===== config.mk =====
export PLATFORM = sky130hd
export DESIGN_NAME = virtual_msr_file
export DESIGN_NICKNAME = d
export VERILOG_FILES = /design/src/hw/rtl/vmsr_pkg.sv /design/src/hw/rtl/vmsr_decode.sv /design/src/hw/rtl/virtual_msr_file.sv
export SDC_FILE = /design/constraint.sdc
export NUM_CORES = 1
export LEC_CHECK = 0
export ABC_AREA = 1
export ABC_CLOCK_PERIOD_IN_PS = 14200
export BUFFER_PORTS_ARGS = -buffer_cell sky130_fd_sc_hd__buf_2
export CAP_MARGIN = 20
export CORE_UTILIZATION = 55
export CTS_CLUSTER_DIAMETER = 40
export DETAILED_ROUTE_END_ITERATION = 6
export PLACE_DENSITY = 0.78
export SETUP_SLACK_MARGIN = 0.02
export SLEW_MARGIN = 20
export SYNTH_ARGS = -nofsm -noshare
export SYNTH_HDL_FRONTEND = slang
export SYNTH_HIERARCHICAL = 1
export SYNTH_SLANG_ARGS = --single-unit

===== constraint.sdc =====
create_clock -name clk -period 14.2 [get_ports clk]
set_input_delay 0 -clock clk [delete_from_list [all_inputs] [get_ports clk]]
set_output_delay 0 -clock clk [all_outputs]
set_load 0.02 [all_outputs]

===== src/hw/rtl/vmsr_pkg.sv =====
// ---------------------------------------------------------------------------
// vmsr_pkg
// MSR numbers, fixed read values, status codes and decode types shared by
// the virtual MSR file and its decoder.
// ---------------------------------------------------------------------------
`default_nettype none

package vmsr_pkg;

  localparam int unsigned DATA_W  = 64;
  localparam int unsigned INDEX_W = 32;
  localparam int unsigned CANON_W = 17;

  typedef logic [DATA_W-1:0]  data_t;
  typedef logic [INDEX_W-1:0] index_t;

  typedef enum logic [1:0] {
    ST_DONE    = 2'd0,
    ST_REFUSED = 2'd1,
    ST_FAULT   = 2'd2
  } status_t;

  typedef enum logic {
    CMD_READ  = 1'b0,
    CMD_WRITE = 1'b1
  } cmd_t;

  localparam index_t MSR_APIC_BASE        = 32'h0000_001B;
  localparam index_t MSR_SMI_CNT          = 32'h0000_0034;
  localparam index_t MSR_FEATURE_CONTROL  = 32'h0000_003A;
  localparam index_t MSR_TSC_ADJUST       = 32'h0000_003B;
  localparam index_t MSR_SPEC_CTRL        = 32'h0000_0048;
  localparam index_t MSR_BIOS_SIGN_ID     = 32'h0000_008B;
  localparam index_t MSR_PLAT_INFO        = 32'h0000_00CE;
  localparam index_t MSR_MTRR_CAP         = 32'h0000_00FE;
  localparam index_t MSR_MISC_FEAT_EN     = 32'h0000_0140;
  localparam index_t MSR_SYSENTER_CS      = 32'h0000_0174;
  localparam index_t MSR_SYSENTER_ESP     = 32'h0000_0175;
  localparam index_t MSR_SYSENTER_EIP     = 32'h0000_0176;
  localparam index_t MSR_MISC_ENABLE      = 32'h0000_01A0;
  localparam index_t MSR_MTRR_VAR_FIRST   = 32'h0000_0200;
  localparam index_t MSR_MTRR_VAR_LAST    = 32'h0000_0213;
  localparam index_t MSR_MTRR_FIX64K      = 32'h0000_0250;
  localparam index_t MSR_MTRR_FIX16K_LO   = 32'h0000_0258;
  localparam index_t MSR_MTRR_FIX16K_HI   = 32'h0000_0259;
  localparam index_t MSR_MTRR_FIX4K_FIRST = 32'h0000_0268;
  localparam index_t MSR_MTRR_FIX4K_LAST  = 32'h0000_026F;
  localparam index_t MSR_PAT              = 32'h0000_0277;
  localparam index_t MSR_MTRR_DEF_TYPE    = 32'h0000_02FF;
  localparam index_t MSR_PROD_PERF        = 32'h0000_064E;
  localparam index_t MSR_TSC_DEADLINE     = 32'h0000_06E0;
  localparam index_t MSR_TME_ACTIVATE     = 32'h0000_0982;
  localparam index_t MSR_XSS              = 32'h0000_0DA0;
  localparam index_t MSR_EFER             = 32'hC000_0080;
  localparam index_t MSR_LSTAR            = 32'hC000_0082;

  localparam data_t MISC_ENABLE_VALUE     = 64'h0000_0000_0080_0001;
  localparam data_t APIC_BASE_VALUE       = 64'h0000_0000_FEE0_0900;
  localparam data_t FEATURE_CONTROL_VALUE = 64'h0000_0000_0000_0001;

  localparam logic [CANON_W-1:0] CANON_HIGH_ONES = 17'h1FFFF;

  // architectural state as seen by the decoder
  typedef struct packed {
    data_t syscall_entry_shadow;
    data_t extended_features;
    data_t timer_deadline;
    logic  trampoline_done;
  } state_t;

  // state updates requested for one access
  typedef struct packed {
    logic shadow_we;
    logic efer_we;
    logic deadline_we;
    logic trampoline_set;
  } update_t;

  typedef struct packed {
    data_t   deadline;
    logic    deadline_set;
    logic    install_trampoline;
    status_t status;
    data_t   read_data;
  } result_t;

endpackage

`default_nettype wire


===== src/hw/rtl/vmsr_decode.sv =====
// ---------------------------------------------------------------------------
// vmsr_decode
// Decodes one MSR access against the current state: gives the result beat
// and the state updates to apply when the access retires.
// ---------------------------------------------------------------------------
`default_nettype none

module vmsr_decode (
  input  var vmsr_pkg::cmd_t    cmd,
  input  var vmsr_pkg::index_t  msr_index,
  input  var vmsr_pkg::data_t   write_data,
  input  var vmsr_pkg::data_t   microcode_revision,
  input  var vmsr_pkg::state_t  state,
  output vmsr_pkg::update_t     update,
  output vmsr_pkg::result_t     result
);

  import vmsr_pkg::*;

  logic canonical;

  assign canonical = (write_data[DATA_W-1:DATA_W-CANON_W] == '0) ||
                     (write_data[DATA_W-1:DATA_W-CANON_W] == CANON_HIGH_ONES);

  always_comb begin
    update                    = '0;
    result.read_data          = '0;
    result.status             = ST_DONE;
    result.install_trampoline = 1'b0;
    result.deadline_set       = 1'b0;

    if (cmd == CMD_READ) begin
      case (msr_index) inside
        MSR_MTRR_CAP, MSR_MTRR_DEF_TYPE, MSR_PAT,
        [MSR_MTRR_VAR_FIRST:MSR_MTRR_VAR_LAST],
        MSR_MTRR_FIX64K, MSR_MTRR_FIX16K_LO, MSR_MTRR_FIX16K_HI,
        [MSR_MTRR_FIX4K_FIRST:MSR_MTRR_FIX4K_LAST],
        MSR_TSC_ADJUST, MSR_PROD_PERF, MSR_SMI_CNT, MSR_MISC_FEAT_EN,
        MSR_PLAT_INFO, MSR_SPEC_CTRL, MSR_TME_ACTIVATE: begin
          result.read_data = '0;
        end
        MSR_LSTAR:           result.read_data = state.syscall_entry_shadow;
        MSR_EFER:            result.read_data = state.extended_features;
        MSR_MISC_ENABLE:     result.read_data = MISC_ENABLE_VALUE;
        MSR_BIOS_SIGN_ID:    result.read_data = microcode_revision;
        MSR_APIC_BASE:       result.read_data = APIC_BASE_VALUE;
        MSR_FEATURE_CONTROL: result.read_data = FEATURE_CONTROL_VALUE;
        default:             result.status    = ST_FAULT;
      endcase
    end else begin
      case (msr_index) inside
        // write-ignore set
        MSR_MTRR_CAP, MSR_MTRR_DEF_TYPE, MSR_PAT,
        [MSR_MTRR_VAR_FIRST:MSR_MTRR_VAR_LAST],
        MSR_MTRR_FIX64K, MSR_MTRR_FIX16K_LO, MSR_MTRR_FIX16K_HI,
        [MSR_MTRR_FIX4K_FIRST:MSR_MTRR_FIX4K_LAST],
        MSR_BIOS_SIGN_ID, MSR_XSS, MSR_MISC_FEAT_EN, MSR_SYSENTER_CS,
        MSR_SYSENTER_ESP, MSR_SYSENTER_EIP, MSR_SPEC_CTRL: begin
          result.status = ST_DONE;
        end
        MSR_LSTAR: begin
          if (!canonical) begin
            result.status = ST_REFUSED;
          end else begin
            update.shadow_we = 1'b1;
            if (!state.trampoline_done) begin
              update.trampoline_set     = 1'b1;
              result.install_trampoline = 1'b1;
            end
          end
        end
        MSR_EFER: update.efer_we = 1'b1;
        MSR_TSC_DEADLINE: begin
          update.deadline_we  = 1'b1;
          result.deadline_set = 1'b1;
        end
        default: result.status = ST_FAULT;
      endcase
    end

    // deadline reported is the value after this access
    result.deadline = update.deadline_we ? write_data : state.timer_deadline;
  end

endmodule

`default_nettype wire


===== src/hw/rtl/virtual_msr_file.sv =====
// ---------------------------------------------------------------------------
// virtual_msr_file
// Emulated MSR file of one virtual x86-64 CPU: one read or write access per
// input beat, one result beat per access.
// ---------------------------------------------------------------------------
//
//  channel   direction  tdata / tuser contents (low bit first)
//  s_axis    in         tuser: cmd[0]; tdata: msr_index[31:0], write_data[95:32]
//  m_axis    out        tdata: read_data[63:0], status[65:64],
//                       install_trampoline[66], deadline_set[67],
//                       deadline[131:68], zero pad[135:132]
//  cfg       in         cfg_we / cfg_wdata: microcode_revision
//
//  Two register stages: an input register, then decode and state update into
//  the result register. m_axis_tvalid rises as the access leaves the input
//  register; one access per cycle is sustained when m_axis_tready stays high.
//  State is updated as an access moves into the result register, so each
//  access sees the effect of every earlier one.
//  A stall on m_axis holds both stages; s_axis_tready drops when the input
//  register is full and cannot advance.
//  rst clears the valid flags, stored MSRs and the microcode revision.
// ---------------------------------------------------------------------------
`default_nettype none

module virtual_msr_file (
  input  wire          clk,
  input  wire          rst,
  // config
  input  wire          cfg_we,
  input  wire  [63:0]  cfg_wdata,
  // access stream
  input  wire          s_axis_tvalid,
  output logic         s_axis_tready,
  input  wire  [95:0]  s_axis_tdata,   // msr_index[31:0], write_data[95:32]
  input  wire  [0:0]   s_axis_tuser,   // cmd[0]
  // result stream
  output logic         m_axis_tvalid,
  input  wire          m_axis_tready,
  output logic [135:0] m_axis_tdata    // read_data, status, install_trampoline,
                                       // deadline_set, deadline, zero pad
);

  import vmsr_pkg::*;

  localparam int unsigned RES_W = $bits(result_t);

  data_t   microcode_revision;
  state_t  state;

  logic    in_valid;
  cmd_t    in_cmd;
  index_t  in_index;
  data_t   in_data;

  logic    out_valid;
  result_t out_result;

  logic    advance;
  update_t update;
  result_t result;

  assign advance       = in_valid && (!out_valid || m_axis_tready);
  assign s_axis_tready = !in_valid || advance;

  always_ff @(posedge clk) begin
    if (rst) begin
      microcode_revision <= '0;
    end else if (cfg_we) begin
      microcode_revision <= cfg_wdata;
    end
  end

  // input register
  always_ff @(posedge clk) begin
    if (rst) begin
      in_valid <= 1'b0;
    end else if (s_axis_tready) begin
      in_valid <= s_axis_tvalid;
    end
  end

  always_ff @(posedge clk) begin
    if (s_axis_tvalid && s_axis_tready) begin
      in_cmd   <= cmd_t'(s_axis_tuser[0]);
      in_index <= s_axis_tdata[INDEX_W-1:0];
      in_data  <= s_axis_tdata[INDEX_W+DATA_W-1:INDEX_W];
    end
  end

  vmsr_decode u_decode (
    .cmd                (in_cmd),
    .msr_index          (in_index),
    .write_data         (in_data),
    .microcode_revision (microcode_revision),
    .state              (state),
    .update             (update),
    .result             (result)
  );

  // architectural state, updated when the access retires into the result reg
  always_ff @(posedge clk) begin
    if (rst) begin
      state <= '0;
    end else if (advance) begin
      if (update.shadow_we)      state.syscall_entry_shadow <= in_data;
      if (update.efer_we)        state.extended_features    <= in_data;
      if (update.deadline_we)    state.timer_deadline       <= in_data;
      if (update.trampoline_set) state.trampoline_done      <= 1'b1;
    end
  end

  // result register
  always_ff @(posedge clk) begin
    if (rst) begin
      out_valid <= 1'b0;
    end else if (advance) begin
      out_valid <= 1'b1;
    end else if (m_axis_tready) begin
      out_valid <= 1'b0;
    end
  end

  always_ff @(posedge clk) begin
    if (advance) begin
      out_result <= result;
    end
  end

  assign m_axis_tvalid = out_valid;
  assign m_axis_tdata  = {{(136-RES_W){1'b0}}, out_result};

endmodule

`default_nettype wire


==> results.md <==
- Max Cap Viol: 0
- Global route total overflow: 0
- Post-route worst setup slack: ~9.4 ns
- CP Capture Type: register
- Setup CP Type: reg2reg
- Post-Route WL: about 66,000 um
- H-tree levels: 3
- Pin count of the biggest net entering global routing: 161
- Num rows: 74
- Die area: ~42,000 um2
- Worst Reg-to-Reg Cells: 18
- Critical Path AT: approximately 5.3 ns
- Post-synthesis sequential area ratio: 0.528
- Fmax achieved: approximately 210 MHz
- Die height: 206 um
- Multiplexer area fraction after synthesis: 0.0302
- Reg2Reg Setup Slack: roughly 9.4 ns
- Unrepaired setup endpoints after global routing: no
- Root Driver: clkbuf_16
- Commonest non-fill, non-tap cells in the layout: nand2_1 (523), inv_1 (492), nor2_1 (434)
- First-pass GRT wire length: 102,000 um
- Post-CTS resize count: 0
- Distinct cell type count after synthesis: 40
- Final Hold Viols: 0
- Setup WS pre-CTS: approximately 9 ns
- Die W: slightly above 200 um
- CTS Sinks: roughly 490
- Layout cells sized above 1: 0.169
- Final Util: 0.687
- Static leakage: 12.8 nW
- Slew headroom: 0.314
- GR Util All Layers: 0.310
- Top FF cell, synth: dfxtp_1
- Clk Latency, worst-skew pair: around 0.6 ns
- CTS Buffer Depth: 3
- CP Launch Type: register
- Simple-Gate Fraction of Synth Area: 0.281
- Placed inst area: about 24,000 um2
- Fin crit period: between 4 and 5 ns
- Synth Area in Compound Gates: 0.0339
- Hold path start: cfg_we
- IO Pins: between 300 and 400
- Num CTS Buffers: between 60 and 70
- Reg-to-reg endpoint: state[18]$_SDFFE_PP0P_
- Synthesized instance count: approximately 2,800
- Max-slew violation count: 0
- Post-synth EDFFs: ~230
- Via count: between 15,000 and 20,000
- Routability cong.: around 0.9
- Area grow syn2layout: 23.0%
- CP Max Fanout: roughly 130
- Syn avg cell area: 8.16 um2
- Nets: ~3,300
- Pre-antenna DRT Iters: 6
- Initial DRC count: between 1,500 and 2,000
- Pwr Density: about 120 nW/um2
- Clk slew on worst S/H paths: 0.06 ns
- # port buffers: 299
- Least-Margin Pin Slew: around 1.0 ns
- R2r startpoint: in_index[8]$_DFFE_PP_
- Worst clock skew: about 0.022 ns
- Initial antenna violation count: 2
- Starting Density: 0.559
- Worst EP required: roughly 15 ns
- Post-Layout Inst Area: 28,100 um2
- Fill cell count: between 3,000 and 4,000
- Yosys reg bits: 488
- Wirelength per Cell: about 18 um
- Synth Warn #: 6
- Post-DR vias/cell: around 5.2
- Worst min-delay path endpoint: microcode_revision[0]$_SDFFE_PP0P_
- Fin crit share: 0.336
- HPWL Detailed: 39,600 um
- DRC Markers: 0
- Total negative slack: 0 ns
- Final Non-Filler Cells: 3,762
- Post-Synth Adder-Cell Area: 0
- FFs w/ async S/R, synth: 0
- Post-CTS setup buffers: 0
- Hold depth: 4
- Pwr Total: 3.40 mW
- Hold Path Class: in2reg
- Status: completed
- CTS tree: yes
- Post-Synth XOR/XNOR Area: 0
- Remaining antenna violation count: 0
- Hold slack: 0.0537 ns
- Synthesized area: 22,900 um2
- Commonest non-fill, non-tap cell in the layout: nand2_1
- Final setup viols: 0
- Peak VDD IR: slightly above 0.09 mV
- Placed insts: 3,473
- Number of global-route vias before repair: between 15,000 and 20,000
- Core area: just over 40,000 um2
- Largest family of logic cells by synthesized area: simple AND/OR/NAND/NOR gates
cells in the mapped netlist, types with 2 or more instances:
cell / number / area, um2
nand2_1: 524 / 1970
inv_1: 495 / 1860
nor2_1: 436 / 1640
dfxtp_1: 259 / 5180
edfxtp_1: 229 / 6880
nand4_1: 197 / 1230
nand3_1: 134 / 671
buf_2: 100 / 500
o21ai_0: 96 / 480
a21oi_1: 55 / 275
mux2_4: 40 / 601
or2_0: 40 / 250
clkbuf_1: 33 / 124
or2_2: 19 / 119
buf_1: 16 / 60.1
buf_4: 16 / 120
buf_6: 16 / 180
nand3_2: 13 / 130
and3_1: 12 / 75.1
inv_2: 11 / 41.3
nor3_1: 9 / 45.0
nor4_1: 9 / 56.3
nor2_2: 8 / 50.1
mux2_1: 6 / 67.6
nor2_4: 5 / 56.3
nand2_2: 4 / 25.0
o21ai_1: 4 / 20.0
nand3b_1: 3 / 22.5
clkinv_1: 2 / 7.51
nor3_2: 2 / 20.0
per-layer routing:
| metal | track usage | part of all wire |
|---|---|---|
| met1 | 0.425 | 0.42 |
| met4 | 0.136 | 0.035 |
| met2 | 0.472 | 0.45 |
| met5 | 0 | 0.00014 |
| met3 | 0.0673 | 0.096 |
sequential cells by signal (all words and copies together) (netlist names):
name and cells:
state 193, in_cmd 1, m_axis_tvalid 1, in_valid 1, in_index 32, in_data 64, microcode_revision 64, m_axis_tdata 132
power by group:
| part | switching, mW | internal, mW | total (mW) |
|---|---|---|---|
| Sequential | 0.0254 | 1.52 | 1.54 |
| Clock | 0.659 | 0.981 | 1.64 |
| Combinational | 0.141 | 0.0800 | 0.221 |
| Total | 0.825 | 2.58 | 3.40 |
worst max path at each step:
stage                                      endpoint              startpoint
after floorplan           m_axis_tdata[0]$_DFFE_PP_   in_valid$_SDFFE_PP0P_
after global placement       state[16]$_SDFFE_PP0P_   in_index[8]$_DFFE_PP_
after detailed placement     state[32]$_SDFFE_PP0P_   in_index[8]$_DFFE_PP_
after CTS                    state[32]$_SDFFE_PP0P_   in_index[8]$_DFFE_PP_
after global routing         state[32]$_SDFFE_PP0P_  in_index[10]$_DFFE_PP_
final                        state[18]$_SDFFE_PP0P_   in_index[8]$_DFFE_PP_
final cells by class:
type                    instances  area [um2]  share of cell area
flip-flops and latches        488       12100               0.429
clock buffers                  72        1710              0.0606
diodes                          1        2.50           0.0000890
multi-input cells            1627        7960               0.283
repair buffers                484        3320               0.118
well taps                     532         666              0.0237
clock inverters                50         484              0.0172
inverters                     508        1920              0.0681
logic make-up (layout without fill, tap and decap cells):
kind of cell	count (synthesis)	in the layout
flops	488	488
other cells	1	5
buf+inv	691	1114
compound gates	155	155
mux	48	48
simple gates	1420	1420
repair_timing:
| item | 4_1_cts | 5_1_grt |
|---|---|---|
| hold buffers | 165 | 0 |
| setup endpoints to repair | 0 | 0 |
| endpoints found under the hold margin | 191 | 0 |
critical path, stage by stage, from the launching register on:
cell and delay [ns]:
edfxtp_1 0.44, nor2_1 0.06, nand2_1 0.12, nor2_4 0.06
inv_2 0.10, nor2_4 0.04, buf_4 0.35, nand2_4 0.14
buf_6 0.62, inv_2 0.12, nor2_1 0.16, nand2_1 0.15
nor2_4 0.11, buf_4 0.61, nand3_2 0.74, buf_4 0.53
nand2_1 0.11, inv_1 0.05, nor2_1 0.11
Power figures use the tool's default switching activity.
